--- src/hdl/bpqs_pkg.sv ---
package bpqs_pkg;

  localparam int unsigned CPUS = 64;

  localparam int unsigned CpuIdxW = 6;
  localparam int unsigned CntW = 16;
  localparam int unsigned AgeW = 40;
  localparam int unsigned QueueW = 3;

  // Only CPUs that a cpu_index can name need counter storage.
  localparam int unsigned StoreDepth = (CPUS < (1 << CpuIdxW)) ? CPUS : (1 << CpuIdxW);
  localparam int unsigned StoreAddrW = (StoreDepth > 1) ? $clog2(StoreDepth) : 1;

  localparam logic [CntW-1:0] DefFlushBudget = CntW'(3);
  localparam logic [CntW-1:0] DefL0Budget = CntW'(2);
  localparam logic [AgeW-1:0] DefRescueAge = AgeW'(64'd1000000000);
  localparam logic [CntW-1:0] CntMax = '1;

  localparam int unsigned PdataW = 64;
  localparam int unsigned PaddrW = 5;

  typedef enum logic [1:0] {
    RegFlushBudget = 2'd0,
    RegL0Budget = 2'd1,
    RegRescueAge = 2'd2,
    RegUnused = 2'd3
  } reg_idx_e;

  typedef enum logic [QueueW-1:0] {
    QNone = 3'd0,
    QFlush = 3'd1,
    QL0 = 3'd2,
    QComp = 3'd3,
    QShared = 3'd4,
    QRescue = 3'd5,
    QFallback = 3'd6
  } queue_e;

  typedef struct packed {
    logic [CntW-1:0] flush_cap;
    logic [CntW-1:0] l0_cap;
    logic [AgeW-1:0] rescue_limit;
  } cfg_t;

  typedef struct packed {
    logic [CntW-1:0] flush_cnt;
    logic [CntW-1:0] l0_cnt;
  } cnt_t;

  typedef struct packed {
    queue_e queue;
    cnt_t cnt;
  } pick_t;

  function automatic logic [CntW-1:0] sat_inc(input logic [CntW-1:0] v);
    return (v == CntMax) ? CntMax : v + CntW'(1);
  endfunction

  function automatic logic cpu_has_counters(input logic [CpuIdxW-1:0] cpu);
    return ({19'd0, cpu} < 25'(CPUS));
  endfunction

endpackage

--- src/hdl/bpqs_cfg_regs.sv ---
module bpqs_cfg_regs (
  input  logic                          clk_i,
  input  logic                          rst_ni,
  input  logic                          psel,
  input  logic                          penable,
  input  logic                          pwrite,
  input  logic [bpqs_pkg::PaddrW-1:0]   paddr,
  input  logic [bpqs_pkg::PdataW-1:0]   pwdata,
  output logic [bpqs_pkg::PdataW-1:0]   prdata,
  output logic                          pready,
  output bpqs_pkg::cfg_t                cfg_o
);
  import bpqs_pkg::*;

  cfg_t     cfg_q;
  reg_idx_e idx;
  logic     wr_en;

  assign pready = 1'b1;
  assign idx = reg_idx_e'(paddr[PaddrW-1:3]);
  assign wr_en = psel && penable && pwrite;

  always_ff @(posedge clk_i or negedge rst_ni) begin
    if (!rst_ni) begin
      cfg_q.flush_cap <= DefFlushBudget;
      cfg_q.l0_cap <= DefL0Budget;
      cfg_q.rescue_limit <= DefRescueAge;
    end else if (wr_en) begin
      case (idx)
        RegFlushBudget: cfg_q.flush_cap <= pwdata[CntW-1:0];
        RegL0Budget:    cfg_q.l0_cap <= pwdata[CntW-1:0];
        RegRescueAge:   cfg_q.rescue_limit <= pwdata[AgeW-1:0];
        default: ;
      endcase
    end
  end

  always_comb begin
    case (idx)
      RegFlushBudget: prdata = {{(PdataW-CntW){1'b0}}, cfg_q.flush_cap};
      RegL0Budget:    prdata = {{(PdataW-CntW){1'b0}}, cfg_q.l0_cap};
      RegRescueAge:   prdata = {{(PdataW-AgeW){1'b0}}, cfg_q.rescue_limit};
      default:        prdata = '0;
    endcase
  end

  assign cfg_o = cfg_q;

endmodule

--- src/hdl/bpqs_cnt_store.sv ---
module bpqs_cnt_store (
  input  logic                              clk_i,
  input  logic                              rst_ni,
  input  logic                              rd_en_i,
  input  logic [bpqs_pkg::StoreAddrW-1:0]   rd_addr_i,
  input  logic                              wr_en_i,
  input  logic [bpqs_pkg::StoreAddrW-1:0]   wr_addr_i,
  input  bpqs_pkg::cnt_t                    wr_data_i,
  output bpqs_pkg::cnt_t                    rd_data_o
);
  import bpqs_pkg::*;

  cnt_t                  mem [StoreDepth];
  logic [StoreDepth-1:0] valid_q;
  cnt_t                  rd_q;
  logic                  rd_valid_q;
  cnt_t                  fwd_data_q;
  logic                  fwd_q;

  always_ff @(posedge clk_i) begin
    if (wr_en_i) begin
      mem[wr_addr_i] <= wr_data_i;
    end
    if (rd_en_i) begin
      rd_q <= mem[rd_addr_i];
      fwd_data_q <= wr_data_i;
    end
  end

  // An entry never written reads as zero, which is the reset value.
  always_ff @(posedge clk_i or negedge rst_ni) begin
    if (!rst_ni) begin
      valid_q <= '0;
      rd_valid_q <= 1'b0;
      fwd_q <= 1'b0;
    end else begin
      if (wr_en_i) begin
        valid_q[wr_addr_i] <= 1'b1;
      end
      if (rd_en_i) begin
        rd_valid_q <= valid_q[rd_addr_i];
        // The read races the write of the previous transaction to the same CPU.
        fwd_q <= wr_en_i && (wr_addr_i == rd_addr_i);
      end
    end
  end

  always_comb begin
    if (fwd_q) begin
      rd_data_o = fwd_data_q;
    end else if (rd_valid_q) begin
      rd_data_o = rd_q;
    end else begin
      rd_data_o = '0;
    end
  end

endmodule

--- src/hdl/bpqs_pick.sv ---
module bpqs_pick (
  input  bpqs_pkg::cfg_t              cfg_i,
  input  logic                        have_i,
  input  bpqs_pkg::cnt_t              cnt_i,
  input  logic                        flush_pending_i,
  input  logic                        l0_pending_i,
  input  logic                        comp_pending_i,
  input  logic                        shared_pending_i,
  input  logic                        shared_head_valid_i,
  input  logic [bpqs_pkg::AgeW-1:0]   shared_head_age_i,
  output bpqs_pkg::pick_t             pick_o
);
  import bpqs_pkg::*;

  logic [CntW-1:0] fb;
  logic [CntW-1:0] lb;
  logic [CntW-1:0] fc;
  logic [CntW-1:0] lc;
  logic            flush_out;
  logic            l0_out;
  logic            rescue;

  assign fb = (cfg_i.flush_cap == '0) ? DefFlushBudget : cfg_i.flush_cap;
  assign lb = (cfg_i.l0_cap == '0) ? DefL0Budget : cfg_i.l0_cap;
  assign fc = have_i ? cnt_i.flush_cnt : '0;
  assign lc = have_i ? cnt_i.l0_cnt : '0;
  assign flush_out = have_i && (fc >= fb);
  assign l0_out = have_i && (lc >= lb);
  assign rescue = shared_pending_i && shared_head_valid_i &&
                  (shared_head_age_i >= cfg_i.rescue_limit);

  always_comb begin
    pick_o.queue = QNone;
    pick_o.cnt.flush_cnt = fc;
    pick_o.cnt.l0_cnt = lc;
    if (flush_out && l0_pending_i) begin
      pick_o.queue = QL0;
      pick_o.cnt.flush_cnt = '0;
      pick_o.cnt.l0_cnt = sat_inc(lc);
    end else if ((flush_out || l0_out) && comp_pending_i) begin
      pick_o.queue = QComp;
      pick_o.cnt = '0;
    end else if ((flush_out || l0_out) && shared_pending_i) begin
      pick_o.queue = QShared;
      pick_o.cnt = '0;
    end else if (flush_pending_i) begin
      pick_o.queue = QFlush;
      pick_o.cnt.flush_cnt = sat_inc(fc);
      pick_o.cnt.l0_cnt = '0;
    end else if (l0_pending_i) begin
      pick_o.queue = QL0;
      pick_o.cnt.flush_cnt = '0;
      pick_o.cnt.l0_cnt = sat_inc(lc);
    end else if (rescue) begin
      pick_o.queue = QRescue;
    end else if (comp_pending_i) begin
      pick_o.queue = QComp;
      pick_o.cnt = '0;
    end else if (shared_pending_i) begin
      pick_o.queue = QFallback;
    end
  end

endmodule

--- src/hdl/budgeted_priority_queue_selector.sv ---
// An accepted transaction passes the stage-1 registers, then the result register.
// Throughput: one transaction per cycle unless ready_i stalls; the per-CPU counter
// store is read on accept and written on the move to the result, with forwarding.
// Reset clears the counter valid bits, so all counters read as zero, and sets
// the budget and rescue registers to their defaults. No clearing pass is needed.
module budgeted_priority_queue_selector (
  input  logic                              clk_i,
  input  logic                              rst_ni,
  input  logic                              psel,
  input  logic                              penable,
  input  logic                              pwrite,
  input  logic [bpqs_pkg::PaddrW-1:0]       paddr,
  input  logic [bpqs_pkg::PdataW-1:0]       pwdata,
  output logic [bpqs_pkg::PdataW-1:0]       prdata,
  output logic                              pready,
  input  logic                              valid_i,
  output logic                              ready_o,
  input  logic [bpqs_pkg::CpuIdxW-1:0]      cpu_index_i,
  input  logic                              flush_pending_i,
  input  logic                              l0_pending_i,
  input  logic                              comp_pending_i,
  input  logic                              shared_pending_i,
  input  logic                              shared_head_valid_i,
  input  logic [bpqs_pkg::AgeW-1:0]         shared_head_age_i,
  output logic                              valid_o,
  input  logic                              ready_i,
  output logic [bpqs_pkg::QueueW-1:0]       chosen_queue_o,
  output logic [bpqs_pkg::CntW-1:0]         flush_run_now_o,
  output logic [bpqs_pkg::CntW-1:0]         l0_run_now_o
);
  import bpqs_pkg::*;

  cfg_t cfg;

  logic                s1_valid_q;
  logic [CpuIdxW-1:0]  s1_cpu_q;
  logic                s1_fp_q;
  logic                s1_lp_q;
  logic                s1_cp_q;
  logic                s1_sp_q;
  logic                s1_hv_q;
  logic [AgeW-1:0]     s1_age_q;

  logic                out_valid_q;
  pick_t               out_q;

  logic                accept;
  logic                advance;
  logic                s1_have;
  cnt_t                cur_cnt;
  pick_t               pick;

  assign advance = s1_valid_q && (!out_valid_q || ready_i);
  assign ready_o = !s1_valid_q || advance;
  assign accept = valid_i && ready_o;
  assign s1_have = cpu_has_counters(s1_cpu_q);

  bpqs_cfg_regs u_cfg (
    .clk_i   (clk_i),
    .rst_ni  (rst_ni),
    .psel    (psel),
    .penable (penable),
    .pwrite  (pwrite),
    .paddr   (paddr),
    .pwdata  (pwdata),
    .prdata  (prdata),
    .pready  (pready),
    .cfg_o   (cfg)
  );

  bpqs_cnt_store u_store (
    .clk_i     (clk_i),
    .rst_ni    (rst_ni),
    .rd_en_i   (accept),
    .rd_addr_i (cpu_index_i[StoreAddrW-1:0]),
    .wr_en_i   (advance && s1_have),
    .wr_addr_i (s1_cpu_q[StoreAddrW-1:0]),
    .wr_data_i (pick.cnt),
    .rd_data_o (cur_cnt)
  );

  bpqs_pick u_pick (
    .cfg_i               (cfg),
    .have_i              (s1_have),
    .cnt_i               (cur_cnt),
    .flush_pending_i     (s1_fp_q),
    .l0_pending_i        (s1_lp_q),
    .comp_pending_i      (s1_cp_q),
    .shared_pending_i    (s1_sp_q),
    .shared_head_valid_i (s1_hv_q),
    .shared_head_age_i   (s1_age_q),
    .pick_o              (pick)
  );

  always_ff @(posedge clk_i or negedge rst_ni) begin
    if (!rst_ni) begin
      s1_valid_q <= 1'b0;
      out_valid_q <= 1'b0;
    end else begin
      if (ready_o) begin
        s1_valid_q <= valid_i;
      end
      if (advance) begin
        out_valid_q <= 1'b1;
      end else if (ready_i) begin
        out_valid_q <= 1'b0;
      end
    end
  end

  always_ff @(posedge clk_i) begin
    if (accept) begin
      s1_cpu_q <= cpu_index_i;
      s1_fp_q <= flush_pending_i;
      s1_lp_q <= l0_pending_i;
      s1_cp_q <= comp_pending_i;
      s1_sp_q <= shared_pending_i;
      s1_hv_q <= shared_head_valid_i;
      s1_age_q <= shared_head_age_i;
    end
    if (advance) begin
      out_q <= pick;
    end
  end

  assign valid_o = out_valid_q;
  assign chosen_queue_o = out_q.queue;
  assign flush_run_now_o = out_q.cnt.flush_cnt;
  assign l0_run_now_o = out_q.cnt.l0_cnt;

endmodule
--- config.mk ---
export PLATFORM = sky130hd
export DESIGN_NAME = budgeted_priority_queue_selector
export DESIGN_NICKNAME = d
export VERILOG_FILES = /design/src/hdl/bpqs_pkg.sv /design/src/hdl/bpqs_cfg_regs.sv /design/src/hdl/bpqs_cnt_store.sv /design/src/hdl/bpqs_pick.sv /design/src/hdl/budgeted_priority_queue_selector.sv
export SDC_FILE = /design/constraint.sdc
export NUM_CORES = 2
export LEC_CHECK = 0
export BUFFER_PORTS_ARGS = -buffer_cell sky130_fd_sc_hd__buf_2
export CELL_PAD_IN_SITES_DETAIL_PLACEMENT = 1
export CELL_PAD_IN_SITES_GLOBAL_PLACEMENT = 1
export CORE_MARGIN = 2
export CORE_UTILIZATION = 35
export DETAILED_ROUTE_END_ITERATION = 7
export PLACE_DENSITY = 0.53
export SLEW_MARGIN = 5
export SYNTH_ARGS = -nofsm -noshare
export SYNTH_HDL_FRONTEND = slang
export SYNTH_SLANG_ARGS = --single-unit
--- constraint.sdc ---
create_clock -name clk_i -period 10 [get_ports clk_i]
set_input_delay 2.5 -clock clk_i [delete_from_list [all_inputs] [get_ports clk_i]]
set_output_delay 2.5 -clock clk_i [all_outputs]
set_load 0.05 [all_outputs]
# --- Word level (Yosys, flattened, before mapping) ---
# Memories as Yosys holds them, arrays and structs flattened. A register that Yosys moved wholly into a read port is not among the register bits.
# Index checks and enable logic that the tools add are counted.
word_totals:
  register_bits: 258
  latch_bits: 0
  ramBits: 2048
  rom_bits: 0
  inputBits: 127
  output_inout_bits: 102
  elab_cells: 85
  n_memories: 1
mem_list:
  columns: ["name", "depth", "word_bits", "rd", "rd_clocked_by_memory_dff", "wr", "line_no", "source"]
  rows:
  - ["u_store.mem", 64, 32, 1, 1, 1, "bpqs_cnt_store.sv:13", "cnt_t mem [StoreDepth];"]
op_classes:
  add_sub_neg: 2
  mul: 0
  div: 0
  magnitude_cmp: 6
  eq_ne: 5
  shifts: 0
  n_mux: 25
  bitwise_logic: 1
  reduce_logical: 24
ops:
  columns: ["cell", "count"]
  rows:
  - ["$mux W32", 5]
  - ["$pmux W40 S3", 1]
  - ["$mux W35", 3]
  - ["$mux W16", 4]
  - ["$or A64 B64 Y64", 1]
  - ["$ge A40 B40 Y1", 1]
  - ["$mux W33", 1]
  - ["$add A16 B1 Y16 const B", 2]
  - ["$eq A16 B16 Y1 const B", 2]
  - ["$ge A16 B16 Y1", 2]
  - ["$logic_not A16 Y1", 2]
  - ["$lt A6 B7 Y1 const B", 2]
  - ["$logic_and A1 B1 Y1", 11]
  - ["$mux W3", 3]
  - ["$bmux W1 S6", 1]
  - ["$demux W1 S6", 1]
  - ["$eq A6 B6 Y1", 1]
  - ["$ge A6 B1 Y1 const B", 1]
  - ["$mux W1", 6]
  - ["$reduce_and A2 Y1", 3]
  - ["$logic_or A1 B1 Y1", 3]
  - ["$eq A2 B1 Y1 const B", 1]
  - ["$eq A2 B2 Y1 const B", 1]
  - ["$logic_not A1 Y1", 2]
  - ["3 further kinds", 3]

# --- Logic depth before layout (Yosys ltp) ---
logic_depth:
  ltp_word: 9
  mapped_depth: 18
  ltp_nobuf: 13

# --- Cells and area by module ---
# A second synthesis with hierarchy kept.
unflattened:
  hier_cells: 4294
  area_unflattened_um2: 92249.7
by_module_without_submodules:
  columns: ["module", "n_inst", "cells_each", "area_per_inst_um2", "seq_area_each_um2"]
  rows:
  - ["bpqs_cnt_store", 1, 3395, 82785.6, 65072.4]
  - ["bpqs_cfg_regs", 1, 263, 3447.1, 1821.7]
  - ["bpqs_pick", 1, 541, 3326.9, 0.0]
  - ["budgeted_priority_queue_selector", 1, 95, 2690.1, 2632.5]

# --- Worst setup path before layout ---
# OpenSTA, ideal clock, no wires.
synth_path:
  path_type: "register -> register"
  start: "register u_store.fwd_q"
  end: "register out_q (netlist bit flush_run_now_o[6]), data pin"
  setup_ps: 1318
  arrival_ps: 8870
  required_time_ps: 8682
  slack_ps: -188
  path_stages_with_launch: 17
  path_buffers: 5
  synth_period_minus_slack_ps: 10188
  cell_sequence: "dfrtp_1 -> buf_2 -> buf_2 -> buf_4 -> clkbuf_1 -> buf_1 -> nor2_1 -> a21oi_1 -> inv_1 -> ha_1 -> nand4_1 -> nor3_1 -> a2111oi_1 -> o21ai_0 -> nor2_1 -> a21oi_1 -> a2111oi_0"
synth_rtl:
  columns: ["item", "line_no", "source"]
  rows:
  - ["from (decl)", "bpqs_cnt_store.sv:18", "logic fwd_q;"]
  - ["from (signal assigned)", "bpqs_cnt_store.sv:43", "fwd_q <= wr_en_i && (wr_addr_i == rd_addr_i);"]
  - ["to (signal assigned)", "budgeted_priority_queue_selector.sv:122", "out_q <= pick;"]
  - ["to (decl)", "budgeted_priority_queue_selector.sv:45", "pick_t out_q;"]

# --- Final worst setup path ---
layout_path:
  start: "input paddr[4] (netlist bit)"
  end: "output prdata[9] (netlist bit)"
layout_between:
  elab_chain_len: 2
  word_cells_on_any_way: 4
  classes_between: "2 x eq/ne; 1 x mux; 1 x reduce/logical"
layout_lines:
  columns: ["item", "line_no", "source"]
  rows:
  - ["from (decl)", "budgeted_priority_queue_selector.sv:12", "input logic [bpqs_pkg::PaddrW-1:0] paddr,"]
  - ["$eq A2 B2 Y1 (tied with other cells)", "bpqs_cfg_regs.sv:39", "case (idx)"]
  - ["$pmux W40 S3 (*)", "bpqs_cfg_regs.sv:39", null]
  - ["to (decl)", "budgeted_priority_queue_selector.sv:14", "output logic [bpqs_pkg::PdataW-1:0] prdata,"]
# Every way passes the cells marked *; elsewhere a longest branch is shown, timed or not.

==> load_flow_metrics.sql <==
INSERT INTO impl_metrics (metric_group, metric, value, unit) VALUES
('synthesis', 'yosys.area_share.simple', '0.0238', ''),
('sta', 'final_period_minus_worst_setup_slack', '6.39', 'ns'),
('sta', 'drv_slew', '0', ''),
('synthesis', 'synth_top_flop_cell', 'edfxtp_1', ''),
('pwr', 'peakVddDrop', '0.000146', 'V'),
('setup_path', 'worstReg2RegEnd', 'u_store.mem[36][14]', ''),
('setup_path', 'worst-setup-path-type', 'in -> out', ''),
('sta', 'fmaxAchievable', '157', 'MHz'),
('synthesis', 'largest_family_of_logic_cells_by_synthesized_area', 'multiplexers', ''),
('pwr', 'p_leak', '34.7', 'nW'),
('min_path', 'min_delay_worst_endpoint', 'u_store.valid_q[26]', ''),
('clock_network', 'cts.root.buffer_cell', 'clkbuf_16', ''),
('setup_path', 'worst_reg2reg_setup_slack', '4.26', 'ns'),
('global_route', 'leftover_overflow_at_the_end_of_global_routing', '0', ''),
('routing', 'wl_met2', '122000', 'um'),
('synthesis', 'yosysWarnings', '0', ''),
('synthesis', 'synth_xor_area_frac', '0.00153', ''),
('routing', 'topRoutingLayerUsed', 'met5', ''),
('routing', 'wl_met1', '109000', 'um'),
('sta', 'clock-skew-final', '0.0194', 'ns'),
('setup_path', 'critPathRequiredTime', '7.50', 'ns'),
('synthesis', 'ys_seq_elements', '2338', ''),
('final_layout', 'layout_cell_share_with_drive_strength_beyond_1', '0.324', ''),
('final_layout', 'post_layout_net_count', '4761', ''),
('die', 'rows', '188', ''),
('clock_network', 'post_cts_resized', '0', ''),
('clock_network', 'ctsLongestPathBuffers', '3', ''),
('status', 'status', 'completed', ''),
('min_path', 'min_path_type', 'reg -> reg', ''),
('synthesis', 'post_synth_fa_ha_maj_area_fraction', '0.0101', ''),
('die', 'initial_core_util', '0.351', ''),
('clock_network', 'worst_setup_hold_path_clk_slew', '0.06', 'ns'),
('routing', 'dr_total_vias', '43900', ''),
('clock_network', 'cts.htree.levels', '4', ''),
('synthesis', 'synth-async-reset-ratio', '0.0599', ''),
('sta', 'hold_slack', '0.461', 'ns'),
('min_path', 'worstHoldStart', 'u_store.valid_q[26]', ''),
('global_route', 'wire_length_of_the_first_global_routing_pass', '353000', 'um'),
('synthesis', 'post_synth_instance_area', '0.0918', 'mm2'),
('sta', 'crit_share_post_route', '0.639', ''),
('synthesis', 'postSynthCellCount', '4218', ''),
('clock_network', 'post-cts-setup-buffer-count', '0', ''),
('setup_path', 'cp-start-kind', 'input port', ''),
('clock_network', 'numCtsBuffers', '241', ''),
('sta', 'final_number_of_hold_violating_endpoints', '0', ''),
('clock_network', 'clock_sink_count', '2338', ''),
('routing', 'drt-total-wl', '248000', 'um'),
('routing', 'routed-wl-met3', '12200', 'um'),
('clock_network', 'worstSkewPairLatency', '0.87', 'ns'),
('setup_path', 'cp-end-kind', 'primary output', ''),
('pwr', 'powerDensity', '215', 'mW/mm2'),
('die', 'die_height', '516', 'um'),
('global_route', 'globalRouteTotalUtil', '0.186', ''),
('routing', 'initialDrtViolationCount', '3700', ''),
('synthesis', 'netlist-cell-type-count', '62', ''),
('synthesis', 'post_synth_edffs', '2198', ''),
('sta', 'relSlewSlack', '0.304', ''),
('synthesis', 'syn_avg_cell_area', '21.8', 'um2'),
('clock_network', 'number_of_hold_buffers_added_after_cts', '0', ''),
('setup_path', 'rr_startpoint', 'u_store.rd_valid_q', ''),
('routing', 'drc_viols', '0', ''),
('setup_path', 'reg2reg_depth', '14', ''),
('final_layout', 'n_fill_cell', '24600', ''),
('min_path', 'hold_path_depth', '1', ''),
('routing', 'wire_per_inst', '29.9', 'um'),
('sta', 'max_slew.worst_pin.slew', '1.04', 'ns'),
('die', 'fp.coreArea', '0.262', 'mm2'),
('synthesis', 'synth_compound_gate_area_share', '0.0178', ''),
('die', 'top_level_ports', '229', ''),
('global_route', 'maximum_number_of_pins_on_one_net_before_global_route_repair', '119', ''),
('synthesis', 'muxShareOfSynthArea', '0.174', '');
==> flip-flops by register name, indices dropped and copies added (netlist names), 3 cells and up <==
| name | count |
|---|---|
| u_store.valid_q | 64 |
| u_cfg.cfg_o | 72 |
| u_store.rd_q | 32 |
| u_store.mem | 2048 |
| s1_cpu_q | 6 |
| l0_run_now_o | 16 |
| chosen_queue_o | 3 |
| s1_age_q | 40 |
| u_store.fwd_data_q | 32 |
| flush_run_now_o | 16 |
==> layout by cell type, fill, tap and decap left out, drive strengths merged, types with 4 or more instances in the layout <==
cell type / Yosys / final
nand4: 17 / 17
and4: 4 / 4
nor3: 10 / 10
a211oi: 4 / 4
mux4: 682 / 682
a21oi: 63 / 63
buf: 121 / 304
o21a: 5 / 5
a22o: 16 / 16
and2: 27 / 27
o211ai: 4 / 4
o21ai: 133 / 133
clkinvlp: 0 / 5
mux2: 31 / 31
clkinv: 0 / 95
conb: 2 / 25
a31oi: 6 / 6
ha: 74 / 74
bufinv: 0 / 21
or3: 6 / 6
nand3b: 6 / 6
dfstp: 16 / 16
diode: 0 / 4
nand2: 137 / 137
xnor2: 10 / 10
nor3b: 4 / 4
nor2b: 5 / 5
nand3: 34 / 34
o22ai: 7 / 7
inv: 92 / 98
nand2b: 6 / 6
clkbuf: 108 / 316
edfxtp: 2198 / 2198
xor2: 6 / 6
a22oi: 13 / 13
mux2i: 27 / 27
dfrtp: 124 / 124
nor4: 13 / 13
or2: 66 / 66
nor2: 113 / 113
==> synthesized netlist by cell type (3+ instances only) <==
| master | number | area share |
|---|---|---|
| or2_2 | 66 | 0.0045 |
| a31oi_1 | 6 | 0.00041 |
| inv_1 | 92 | 0.0038 |
| a22oi_1 | 13 | 0.0011 |
| a21oi_1 | 63 | 0.0034 |
| a22o_1 | 14 | 0.0013 |
| o21a_1 | 5 | 0.00041 |
| nor2_1 | 113 | 0.0046 |
| nand3_1 | 34 | 0.0019 |
| o21ai_0 | 132 | 0.0072 |
| buf_1 | 22 | 0.00090 |
| dfrtp_1 | 124 | 0.034 |
| nand2_1 | 137 | 0.0056 |
| nand3b_1 | 6 | 0.00049 |
| nand2b_1 | 6 | 0.00041 |
| dfstp_2 | 16 | 0.0046 |
| buf_2 | 69 | 0.0038 |
| or3_1 | 5 | 0.00034 |
| mux2i_1 | 27 | 0.0029 |
| o22ai_1 | 7 | 0.00048 |
| nor2b_1 | 5 | 0.00034 |
| a41oi_1 | 3 | 0.00029 |
| and4_1 | 4 | 0.00038 |
| buf_4 | 30 | 0.0025 |
| nand4_1 | 17 | 0.0012 |
| mux4_2 | 682 | 0.17 |
| clkbuf_1 | 108 | 0.0044 |
| edfxtp_1 | 2198 | 0.72 |
| xor2_1 | 6 | 0.00057 |
| xnor2_1 | 10 | 0.00095 |
| nor4_1 | 13 | 0.00089 |
| mux2_2 | 31 | 0.0038 |
| a211oi_1 | 4 | 0.00033 |
| ha_1 | 74 | 0.010 |
| nor3b_1 | 4 | 0.00033 |
| nor3_1 | 10 | 0.00055 |
| and2_1 | 27 | 0.0018 |
| o211ai_1 | 4 | 0.00033 |
==> where the power goes <==
| part | leakage [nW] | switching, mW | internal, mW |
|---|---|---|---|
| registers | 22.2 | 0.138 | 11.4 |
| clock network | 3.75 | 3.75 | 5.06 |
| logic | 8.75 | 1.61 | 0.701 |
==> final cells by class <==
| type | count | area (um2) | share of cell area |
|---|---|---|---|
| Antenna cell | 4 | 10.0 | 0.0000947 |
| Clock buffer | 315 | 6470 | 0.0612 |
| Clock inverter | 127 | 1200 | 0.0114 |
| Inverter | 92 | 350 | 0.00331 |
| Multi-Input combinational cell | 1582 | 21700 | 0.205 |
| Sequential cell | 2338 | 69500 | 0.658 |
| Tap cell | 3515 | 4400 | 0.0416 |
| Timing Repair Buffer | 305 | 2030 | 0.0192 |
==> metrics by stage <==
stage	setup slack [ns]	utilization	instances	power (mW)	area, um2
4_1_cts	3.60	0.404	8273	23.0	106000
5_1_grt	3.42	0.404	8275	23.5	106000
3_3_place_gp	3.61	0.375	7831	14.0	98000
2_1_floorplan	1.87	-	4241	13.2	91900
3_5_place_dp	3.60	0.375	7831	14.1	98000
6_report	3.61	0.404	8278	22.7	106000
==> cell families (layout without fill, tap and decap cells) <==
kind of cell / count (synthesis) / count (layout)
AOI/OAI and AO/OA: 275 / 275
muxes: 740 / 740
other: 2 / 29
DFF: 2338 / 2338
adders and majority gates: 74 / 74
xor gates and xnor gates: 16 / 16
and+or+nand+nor: 452 / 452
buffers and inverters: 321 / 839
==> critical path, cell delays in order <==
cell,delay [ns]
buf_2,0.30
nor2b_2,0.20
buf_4,0.35
nand2_1,0.09
o21ai_0,0.12
buf_2,0.32
==> metal layers <==
metal | vias to the layer above | global-route usage
li1 | 18200 | -
met1 | 24400 | 0.258
met2 | 1053 | 0.310
met3 | 266 | 0.0289
met4 | 6 | 0.0383
met5 | - | 0
==> how the worst max path moves through the flow <==
stage                              from                  to  slack [ns]
after global placement         paddr[4]           prdata[5]        3.61
after detailed placement       paddr[4]           prdata[5]        3.60
after floorplan           u_store.fwd_q  flush_run_now_o[6]        1.87
final                          paddr[4]           prdata[9]        3.61
after global routing           paddr[4]           prdata[9]        3.42
after CTS                      paddr[4]           prdata[5]        3.60
Note: power is estimated with default switching activity, not from simulation.
